==> src/gda_pkg.sv <==
package gda_pkg;

  localparam int DAY_W    = 5;
  localparam int MONTH_W  = 4;
  localparam int YEAR_W   = 14;
  localparam int DELTA_W  = 17;
  localparam int WDAY_W   = 3;
  localparam int SERIAL_W = 22;
  localparam int STATUS_W = 2;
  localparam int REM_W    = 18;
  localparam int C400_W   = 9;
  localparam int MUL_W    = 23;
  localparam int PROD_W   = 46;

  localparam logic [SERIAL_W-1:0] SERIAL_MAX = 22'd3652059;
  localparam logic [MUL_W-1:0]    RECIP100   = 23'd5243;
  localparam logic [MUL_W-1:0]    RECIP7     = 23'd4793491;
  localparam logic [YEAR_W-1:0]   YEAR_MAX   = 14'd9999;

  localparam logic [STATUS_W-1:0] ST_OK       = 2'd0;
  localparam logic [STATUS_W-1:0] ST_BAD_DATE = 2'd1;
  localparam logic [STATUS_W-1:0] ST_RANGE    = 2'd2;

  typedef enum logic [2:0] {
    S_IDLE,
    S_Q1,
    S_Q2,
    S_CHK,
    S_WALK,
    S_WD1,
    S_WD2,
    S_DONE
  } state_t;

  typedef enum logic [2:0] {
    OP_NONE,
    OP_LOAD,
    OP_Q1,
    OP_Q2,
    OP_CHK,
    OP_WALK,
    OP_WD1,
    OP_WD2
  } unit_op_t;

  typedef struct packed {
    unit_op_t op;
    logic     load_out;
    logic     idle;
  } ctl_t;

  typedef struct packed {
    logic bad_date;
    logic bad_range;
    logic walk_done;
  } flags_t;

  typedef struct packed {
    logic [DAY_W-1:0]    new_day;
    logic [MONTH_W-1:0]  new_month;
    logic [YEAR_W-1:0]   new_year;
    logic [WDAY_W-1:0]   weekday;
    logic [SERIAL_W-1:0] day_serial;
    logic [STATUS_W-1:0] status;
  } res_t;

  function automatic logic leap_of(input logic [C400_W-1:0] c);
    logic by100;
    by100 = (c == 9'd0) || (c == 9'd100) || (c == 9'd200) || (c == 9'd300);
    return ((c[1:0] == 2'd0) && !by100) || (c == 9'd0);
  endfunction

  function automatic logic [DAY_W-1:0] month_len(input logic [MONTH_W-1:0] m,
                                                 input logic leap);
    logic [DAY_W-1:0] len;
    case (m)
      4'd4, 4'd6, 4'd9, 4'd11: len = 5'd30;
      4'd2:                    len = leap ? 5'd29 : 5'd28;
      default:                 len = 5'd31;
    endcase
    return len;
  endfunction

  // Days from 1 March to the first of the month, with January and February
  // counted at the end of the previous year.
  function automatic logic [8:0] month_off(input logic [MONTH_W-1:0] m);
    logic [8:0] off;
    case (m)
      4'd1:    off = 9'd306;
      4'd2:    off = 9'd337;
      4'd3:    off = 9'd0;
      4'd4:    off = 9'd31;
      4'd5:    off = 9'd61;
      4'd6:    off = 9'd92;
      4'd7:    off = 9'd122;
      4'd8:    off = 9'd153;
      4'd9:    off = 9'd184;
      4'd10:   off = 9'd214;
      4'd11:   off = 9'd245;
      4'd12:   off = 9'd275;
      default: off = 9'd0;
    endcase
    return off;
  endfunction

endpackage

==> src/gda_if.sv <==
interface gda_in_if import gda_pkg::*; ();
  logic                      valid;
  logic                      ready;
  logic [DAY_W-1:0]          day;
  logic [MONTH_W-1:0]        month;
  logic [YEAR_W-1:0]         year;
  logic signed [DELTA_W-1:0] delta_days;

  modport source (output valid, day, month, year, delta_days, input ready);
  modport sink (input valid, day, month, year, delta_days, output ready);
endinterface

interface gda_out_if import gda_pkg::*; ();
  logic                valid;
  logic                ready;
  logic [DAY_W-1:0]    new_day;
  logic [MONTH_W-1:0]  new_month;
  logic [YEAR_W-1:0]   new_year;
  logic [WDAY_W-1:0]   weekday;
  logic [SERIAL_W-1:0] day_serial;
  logic [STATUS_W-1:0] status;

  modport source (output valid, new_day, new_month, new_year, weekday, day_serial, status,
                  input ready);
  modport sink (input valid, new_day, new_month, new_year, weekday, day_serial, status,
                output ready);
endinterface

==> src/gda_ctrl.sv <==
module gda_ctrl import gda_pkg::*; (
  input  logic   clk,
  input  logic   rst_n,
  input  logic   in_valid,
  input  logic   out_busy,
  input  flags_t flags,
  output ctl_t   ctl
);

  state_t state_r;
  state_t state_nxt;

  always_ff @(posedge clk) begin
    if (!rst_n) begin
      state_r <= S_IDLE;
    end else begin
      state_r <= state_nxt;
    end
  end

  always_comb begin
    state_nxt = state_r;
    case (state_r)
      S_IDLE: begin
        if (in_valid) state_nxt = S_Q1;
      end
      S_Q1:   state_nxt = S_Q2;
      S_Q2:   state_nxt = S_CHK;
      S_CHK: begin
        if (flags.bad_date || flags.bad_range) state_nxt = S_DONE;
        else state_nxt = S_WALK;
      end
      S_WALK: begin
        if (flags.walk_done) state_nxt = S_WD1;
      end
      S_WD1:  state_nxt = S_WD2;
      S_WD2:  state_nxt = S_DONE;
      S_DONE: begin
        if (!out_busy) state_nxt = S_IDLE;
      end
      default: state_nxt = S_IDLE;
    endcase
  end

  always_comb begin
    ctl.op       = OP_NONE;
    ctl.load_out = 1'b0;
    ctl.idle     = 1'b0;
    case (state_r)
      S_IDLE: begin
        ctl.op   = OP_LOAD;
        ctl.idle = 1'b1;
      end
      S_Q1:   ctl.op = OP_Q1;
      S_Q2:   ctl.op = OP_Q2;
      S_CHK:  ctl.op = OP_CHK;
      S_WALK: ctl.op = OP_WALK;
      S_WD1:  ctl.op = OP_WD1;
      S_WD2:  ctl.op = OP_WD2;
      S_DONE: ctl.load_out = !out_busy;
      default: ctl.op = OP_NONE;
    endcase
  end

endmodule

==> src/gda_unit.sv <==
module gda_unit import gda_pkg::*; (
  input  logic                      clk,
  input  unit_op_t                  op,
  input  logic [DAY_W-1:0]          day,
  input  logic [MONTH_W-1:0]        month,
  input  logic [YEAR_W-1:0]         year,
  input  logic signed [DELTA_W-1:0] delta_days,
  output flags_t                    flags,
  output res_t                      res
);

  logic [DAY_W-1:0]    d_r, d_nxt;
  logic [MONTH_W-1:0]  m_r, m_nxt;
  logic [YEAR_W-1:0]   y_r, y_nxt;
  logic [REM_W-1:0]    r_r, r_nxt;
  logic [C400_W-1:0]   c400_r, c400_nxt;
  logic [PROD_W-1:0]   prod_r, prod_nxt;
  logic [SERIAL_W-1:0] serial_r, serial_nxt;
  logic [WDAY_W-1:0]   wd_r, wd_nxt;
  logic [STATUS_W-1:0] status_r, status_nxt;

  logic [MUL_W-1:0]  mul_a;
  logic [MUL_W-1:0]  mul_b;
  logic [7:0]        q100;
  logic [14:0]       y_rem;
  logic [YEAR_W-1:0] a_val;
  logic [25:0]       sn;
  logic              leap_cur;
  logic [DAY_W-1:0]  mlen_cur;
  logic [DAY_W-1:0]  room;
  logic [REM_W-1:0]  neg;
  logic [MUL_W-1:0]  s1;
  logic [MUL_W-1:0]  wd_full;
  logic              bad_date;
  logic              bad_range;

  assign q100     = prod_r[26:19];
  assign y_rem    = {1'b0, y_r} - 15'(q100[7:2]) * 15'd400;
  assign a_val    = (m_r < 4'd3) ? y_r - 14'd1 : y_r;
  assign leap_cur = leap_of(c400_r);
  assign mlen_cur = month_len(m_r, leap_cur);
  assign room     = mlen_cur - d_r;
  assign neg      = -r_r;
  assign s1       = {1'b0, serial_r} + 23'd1;
  assign wd_full  = s1 - 23'(prod_r[44:25]) * 23'd7;

  assign sn = 26'(a_val) * 26'd365 + 26'(a_val[13:2]) + 26'(q100[7:2])
              + 26'(month_off(m_r)) + 26'(d_r) - 26'(q100) - 26'd306
              + {{8{r_r[REM_W-1]}}, r_r};

  assign bad_date  = (m_r == 4'd0) || (m_r > 4'd12) || (d_r == 5'd0) || (d_r > mlen_cur)
                     || (y_r == 14'd0) || (y_r > YEAR_MAX);
  assign bad_range = sn[25] || (sn == 26'd0) || (sn > 26'(SERIAL_MAX));

  assign flags.bad_date  = bad_date;
  assign flags.bad_range = bad_range;
  assign flags.walk_done = (r_r == '0);

  always_comb begin
    d_nxt      = d_r;
    m_nxt      = m_r;
    y_nxt      = y_r;
    r_nxt      = r_r;
    c400_nxt   = c400_r;
    serial_nxt = serial_r;
    wd_nxt     = wd_r;
    status_nxt = status_r;
    mul_a      = '0;
    mul_b      = '0;
    case (op)
      OP_LOAD: begin
        d_nxt = day;
        m_nxt = month;
        y_nxt = year;
        r_nxt = {delta_days[DELTA_W-1], delta_days};
      end
      OP_Q1: begin
        mul_a = 23'(y_r);
        mul_b = RECIP100;
      end
      OP_Q2: begin
        c400_nxt = y_rem[8:0];
        mul_a    = 23'(a_val);
        mul_b    = RECIP100;
      end
      OP_CHK: begin
        serial_nxt = sn[SERIAL_W-1:0];
        if (bad_date) status_nxt = ST_BAD_DATE;
        else if (bad_range) status_nxt = ST_RANGE;
        else status_nxt = ST_OK;
      end
      OP_WALK: begin
        if (r_r == '0) begin
          r_nxt = r_r;
        end else if (!r_r[REM_W-1]) begin
          if (r_r <= 18'(room)) begin
            d_nxt = d_r + r_r[DAY_W-1:0];
            r_nxt = '0;
          end else begin
            r_nxt = r_r - 18'(room) - 18'd1;
            d_nxt = 5'd1;
            if (m_r == 4'd12) begin
              m_nxt    = 4'd1;
              y_nxt    = y_r + 14'd1;
              c400_nxt = (c400_r == 9'd399) ? 9'd0 : c400_r + 9'd1;
            end else begin
              m_nxt = m_r + 4'd1;
            end
          end
        end else begin
          if (neg < 18'(d_r)) begin
            d_nxt = d_r - neg[DAY_W-1:0];
            r_nxt = '0;
          end else begin
            r_nxt = r_r + 18'(d_r);
            if (m_r == 4'd1) begin
              m_nxt    = 4'd12;
              y_nxt    = y_r - 14'd1;
              c400_nxt = (c400_r == 9'd0) ? 9'd399 : c400_r - 9'd1;
              d_nxt    = 5'd31;
            end else begin
              m_nxt = m_r - 4'd1;
              d_nxt = month_len(m_r - 4'd1, leap_cur);
            end
          end
        end
      end
      OP_WD1: begin
        mul_a = s1;
        mul_b = RECIP7;
      end
      OP_WD2: begin
        wd_nxt = wd_full[WDAY_W-1:0];
      end
      default: begin
        d_nxt = d_r;
      end
    endcase
  end

  assign prod_nxt = 46'(mul_a) * 46'(mul_b);

  always_ff @(posedge clk) begin
    d_r      <= d_nxt;
    m_r      <= m_nxt;
    y_r      <= y_nxt;
    r_r      <= r_nxt;
    c400_r   <= c400_nxt;
    prod_r   <= prod_nxt;
    serial_r <= serial_nxt;
    wd_r     <= wd_nxt;
    status_r <= status_nxt;
  end

  always_comb begin
    res = '0;
    res.status = status_r;
    if (status_r == ST_OK) begin
      res.new_day    = d_r;
      res.new_month  = m_r;
      res.new_year   = y_r;
      res.weekday    = wd_r;
      res.day_serial = serial_r;
    end
  end

endmodule

==> src/gregorian_date_add_days.sv <==
// An accepted word goes through S_Q1, S_Q2, S_CHK, the month-by-month walk in
// S_WALK (one step per month boundary crossed, one for any final move inside a
// month), S_WD1, S_WD2 and S_DONE. An invalid date or an out-of-range result goes
// from S_CHK straight to S_DONE. The next word is taken in the cycle after its
// result is loaded into a free result register. Reset is synchronous and active
// low; it idles the sequencer and empties the result register.
module gregorian_date_add_days import gda_pkg::*; (
  input logic       clk,
  input logic       rst_n,
  gda_in_if.sink    in_ch,
  gda_out_if.source out_ch
);

  ctl_t   ctl;
  flags_t flags;
  res_t   res;
  res_t   out_res_r;
  logic   out_valid_r;
  logic   out_valid_nxt;
  logic   out_busy;

  assign out_busy = out_valid_r && !out_ch.ready;

  gda_ctrl u_ctrl (
    .clk      (clk),
    .rst_n    (rst_n),
    .in_valid (in_ch.valid),
    .out_busy (out_busy),
    .flags    (flags),
    .ctl      (ctl)
  );

  gda_unit u_unit (
    .clk        (clk),
    .op         (ctl.op),
    .day        (in_ch.day),
    .month      (in_ch.month),
    .year       (in_ch.year),
    .delta_days (in_ch.delta_days),
    .flags      (flags),
    .res        (res)
  );

  always_comb begin
    out_valid_nxt = out_valid_r;
    if (ctl.load_out) out_valid_nxt = 1'b1;
    else if (out_ch.ready) out_valid_nxt = 1'b0;
  end

  always_ff @(posedge clk) begin
    if (!rst_n) begin
      out_valid_r <= 1'b0;
    end else begin
      out_valid_r <= out_valid_nxt;
    end
  end

  always_ff @(posedge clk) begin
    if (ctl.load_out) begin
      out_res_r <= res;
    end
  end

  assign in_ch.ready       = ctl.idle;
  assign out_ch.valid      = out_valid_r;
  assign out_ch.new_day    = out_res_r.new_day;
  assign out_ch.new_month  = out_res_r.new_month;
  assign out_ch.new_year   = out_res_r.new_year;
  assign out_ch.weekday    = out_res_r.weekday;
  assign out_ch.day_serial = out_res_r.day_serial;
  assign out_ch.status     = out_res_r.status;

endmodule

==> src/flat_wrapper.sv <==
// flat-port wrapper written by rule: the top's interface ports become plain ports
module gregorian_date_add_days_flat import gda_pkg::*;
  (clk, rst_n, in_ch_valid, in_ch_day, in_ch_month, in_ch_year, in_ch_delta_days, in_ch_ready, out_ch_valid, out_ch_new_day, out_ch_new_month, out_ch_new_year, out_ch_weekday, out_ch_day_serial, out_ch_status, out_ch_ready);
  gda_in_if in_ch_i ();
  gda_out_if out_ch_i ();
  input logic clk;
  input logic rst_n;
  input wire logic [$bits(in_ch_i.valid)-1:0] in_ch_valid;
  input wire logic [$bits(in_ch_i.day)-1:0] in_ch_day;
  input wire logic [$bits(in_ch_i.month)-1:0] in_ch_month;
  input wire logic [$bits(in_ch_i.year)-1:0] in_ch_year;
  input wire logic [$bits(in_ch_i.delta_days)-1:0] in_ch_delta_days;
  output wire logic [$bits(in_ch_i.ready)-1:0] in_ch_ready;
  output wire logic [$bits(out_ch_i.valid)-1:0] out_ch_valid;
  output wire logic [$bits(out_ch_i.new_day)-1:0] out_ch_new_day;
  output wire logic [$bits(out_ch_i.new_month)-1:0] out_ch_new_month;
  output wire logic [$bits(out_ch_i.new_year)-1:0] out_ch_new_year;
  output wire logic [$bits(out_ch_i.weekday)-1:0] out_ch_weekday;
  output wire logic [$bits(out_ch_i.day_serial)-1:0] out_ch_day_serial;
  output wire logic [$bits(out_ch_i.status)-1:0] out_ch_status;
  input wire logic [$bits(out_ch_i.ready)-1:0] out_ch_ready;
  assign in_ch_i.valid = in_ch_valid;
  assign in_ch_i.day = in_ch_day;
  assign in_ch_i.month = in_ch_month;
  assign in_ch_i.year = in_ch_year;
  assign in_ch_i.delta_days = in_ch_delta_days;
  assign in_ch_ready = in_ch_i.ready;
  assign out_ch_valid = out_ch_i.valid;
  assign out_ch_new_day = out_ch_i.new_day;
  assign out_ch_new_month = out_ch_i.new_month;
  assign out_ch_new_year = out_ch_i.new_year;
  assign out_ch_weekday = out_ch_i.weekday;
  assign out_ch_day_serial = out_ch_i.day_serial;
  assign out_ch_status = out_ch_i.status;
  assign out_ch_i.ready = out_ch_ready;
  gregorian_date_add_days u_core (.clk(clk), .rst_n(rst_n), .in_ch(in_ch_i), .out_ch(out_ch_i));
endmodule
==> config.mk <==
export PLATFORM = sky130hd
export DESIGN_NAME = gregorian_date_add_days_flat
export DESIGN_NICKNAME = d
export VERILOG_FILES = /design/src/gda_pkg.sv /design/src/gda_if.sv /design/src/gda_ctrl.sv /design/src/gda_unit.sv /design/src/gregorian_date_add_days.sv /design/src/flat_wrapper.sv
export SDC_FILE = /design/constraint.sdc
export NUM_CORES = 1
export LEC_CHECK = 0
export BUFFER_PORTS_ARGS = -buffer_cell sky130_fd_sc_hd__buf_2
export CORE_ASPECT_RATIO = 0.6
export CORE_MARGIN = 5
export CORE_UTILIZATION = 60
export DETAILED_ROUTE_END_ITERATION = 12
export PLACE_DENSITY = 0.74
export REMOVE_ABC_BUFFERS = 1
export SETUP_SLACK_MARGIN = 0.4
export SYNTH_ARGS = -nofsm -noshare
export SYNTH_HDL_FRONTEND = slang
export SYNTH_SLANG_ARGS = --single-unit
==> constraint.sdc <==
create_clock -name clk -period 20.5 [get_ports clk]
set_input_delay 1.025 -clock clk [delete_from_list [all_inputs] [get_ports clk]]
set_output_delay 1.025 -clock clk [all_outputs]
set_load 0.02 [all_outputs]
==> flow_summary.ini <==
[sta]
tns_ns = 0
slew_headroom = 0.2000
max_freq_mhz = 98.91
period_share = 0.4932
period_minus_slack_ns = 10.11
rsz0062_at_grt = false
worst_pin_slew_ns = 1.196
drv_slew = 0
final_hold_viol_count = 0
fin_skew_ns = 0.01443
setup_viol = 0

[clock_network]
post_cts_resized = 0
clock_sinks = 149
ctsHoldBuffers = 0
postCtsSetupBuffers = 0
cts_tree = done
cts_buffers = 17
cts_root_buf = clkbuf_16
cts.path.max_buffers = 2
clk_latency_ns = 0.46
ctsHtreeMaxLevel = 4
cts.clk_slew.worst_paths_ns = 0.08

[synth]
async_flop_share = 0
synth_ff_type = edfxtp_1
yosysWarnings = 0
ys_types = 82
netlist_instances = 2420
synth-edff-count = 127
synth-seq-cells = 149
syn_area_per_cell_um2 = 9.255
seq_area_frac_synth = 0.1899
syn-cell-area_um2 = 22400

[layout]
seq_area_um2 = 4254
multi_input_area_um2 = 15720
instances_no_fill = 3011
syn2layout_area_growth_pct = 7.072
n_fill_cell = 2999
layout-drive-gt1-share = 0.06941
num_antenna_cells = 0
design_area_um2 = 23980
fin_nets = 3116

[drt]
via_count = 17236
route.detailed.drc = 0
post_drt_wl_per_cell_um = 20.10
vias_per_cell = 5.724
drtIter0Drc = 1879
dr.pass1.iters = 5
wl_um = 60510
ant_nets = 0

[grt]
grt_pass1_wl_um = 96680
gr-total-overflow = 0
antenna_found_initial = 0
grtUsageTotal = 0.2976
grt_pass1_vias = 17116
grt_max_degree = 75

[floorplan]
io-pin-count = 96
initial_core_util = 0.6116
die_x_um = 259.4
num_rows = 54
die_area_um2 = 41420
die_height_um = 159.7
core_um2 = 36620

[worst_setup_path]
cpMaxStageDelayCell = xor2_1
crit_arrival_ns = 10.28
path_max_fanout = 6
worst_path_dominant_cell_family = adder cells
cpPeakStageDelay_ns = 0.84
path_class = reg -> reg
cp.buffers_inverters = 6
worst_setup_path_start_kind = flop
critical_path_required_ns = 20.67
timing.critical_path.mode_cell = fa_1
crit_path_end_kind = flop

[placed_design]
dp.cells = 2979
hpwl_um = 50170
port_buffers = 95
dpl_cell_area_um2 = 23410
gp_congestion = 0.9791

[min_path]
hp-class = reg -> reg

[status]
status = finished, final reports clean

[flow_run]
max-cap-violations = 0
## Yosys cell counts, types with 6 or more instances
cell       number  area share
xnor2_1        81       0.032
nor2b_1        12      0.0034
clkbuf_1       65       0.011
nor3_1         62       0.014
a21o_1         26      0.0087
o22ai_1         6      0.0017
o31ai_1         8      0.0027
mux2i_1        16      0.0072
nand2b_1       11      0.0031
xor2_1         46       0.018
o211ai_1        9      0.0030
nand3_1        39      0.0087
buf_1           9      0.0015
nor4_1         17      0.0047
or3_1           9      0.0025
dfxtp_1        22       0.020
and2_1         45       0.013
ha_1          303        0.17
or2_2          12      0.0034
fa_1          275        0.25
a31oi_1        11      0.0031
nand4_1        13      0.0036
a211oi_1       22      0.0074
nor2_1        132       0.022
o21a_1         10      0.0034
a21oi_1        73       0.016
edfxtp_1      127        0.17
a21boi_0       10      0.0034
inv_1         587       0.098
and3_1         19      0.0053
a22oi_1        14      0.0047
a2111oi_0       7      0.0027
nand2_1       114       0.019
o21ai_0        87       0.019
a221oi_1       12      0.0047
## per-stage QoR
| step | setup WS, ns | hold slack, ns | util |
|---|---|---|---|
| 2_1_floorplan | 12.56 | 0.4967 | - |
| 3_3_place_gp | 10.77 | 0.5028 | 0.6393 |
| 3_5_place_dp | 10.62 | 0.5139 | 0.6393 |
| 4_1_cts | 10.59 | 0.5306 | 0.6549 |
| 5_1_grt | 9.868 | 0.5705 | 0.6549 |
| 6_report | 10.39 | 0.5259 | 0.6549 |
## path summary, 6_finish.rpt
kind | from | end | slack (ns) | cells past startpoint
max | u_core.u_unit.y_r[0] | u_core.u_unit.status_r[1] | 10.39 | 27
max reg2reg | u_core.u_unit.y_r[0] | u_core.u_unit.status_r[1] | 10.39 | 27
min | u_core.u_unit.wd_r[1] | u_core.out_ch.weekday[1] | 0.53 | 1
min reg2reg | u_core.u_unit.wd_r[1] | u_core.out_ch.weekday[1] | 0.53 | 1
## sequential cells by signal (all words and copies together), names as in the netlist, 5 cells and up, named ones only
name and flops:
u_core.u_unit.prod_r 9, u_core.out_ch.day_serial 22, u_core.out_ch.new_day 5, u_core.u_unit.y_r 14
u_core.u_unit.r_r 18, u_core.u_unit.serial_r 22, u_core.out_ch.new_year 14, u_core.u_unit.c400_r 9
u_core.u_unit.d_r 5
## layer usage
metal / global-route usage / share of wire / up-vias / wire, µm
met5: 0 / 0 / - / 0
met4: 0.04848 / 0.014 / 0 / 825
met3: 0.07891 / 0.12 / 67 / 7002
met2: 0.4031 / 0.39 / 887 / 23880
met1: 0.4832 / 0.48 / 8262 / 28810
li1: - / - / 8020 / -
## cell families after synthesis
group	after synthesis	synth area share
flip-flops	149	0.1899
other	2	0.0003353
adder cells (fa/ha/maj)	578	0.4151
AO/OA/AOI/OAI	353	0.1054
buffers and inverters	668	0.1128
multiplexers	19	0.008938
AND/OR/NAND/NOR	523	0.1169
XOR/XNOR	128	0.05067
## area by class of cell
type,instances,share of cell area
timing repair buffer,111,0.02483
clock buffer,17,0.01774
multi-input combinational,1627,0.6556
sequential,149,0.1774
inverter,588,0.09214
tap,504,0.02630
clock inverter,15,0.006000
## cells in the final DEF, fill, tap and decap left out, types with 6 or more instances in the layout
cell,count
and3_1,19
buf_4,16
inv_1,587
fa_1,275
o211ai_1,9
nor2_1,130
xnor2_1,81
or3_1,9
conb_1,26
dfxtp_1,22
mux2i_1,16
a21o_1,26
nor4_1,17
a221oi_1,12
a22oi_1,14
or2_2,12
o21a_1,10
clkbuf_16,17
o31ai_1,8
o21ai_0,87
o22ai_1,6
a2111oi_0,7
buf_2,95
a21boi_0,10
ha_1,303
nand4_1,13
a31oi_1,11
a21oi_1,73
and2_1,45
nor3_1,62
nand3_1,39
xor2_1,46
edfxtp_1,127
nand2b_1,11
a211oi_1,22
nor2b_1,11
nand2_1,113
Power is not shown: default switching activity piles up to over one toggle a cycle in this logic, so the estimate is an artifact.
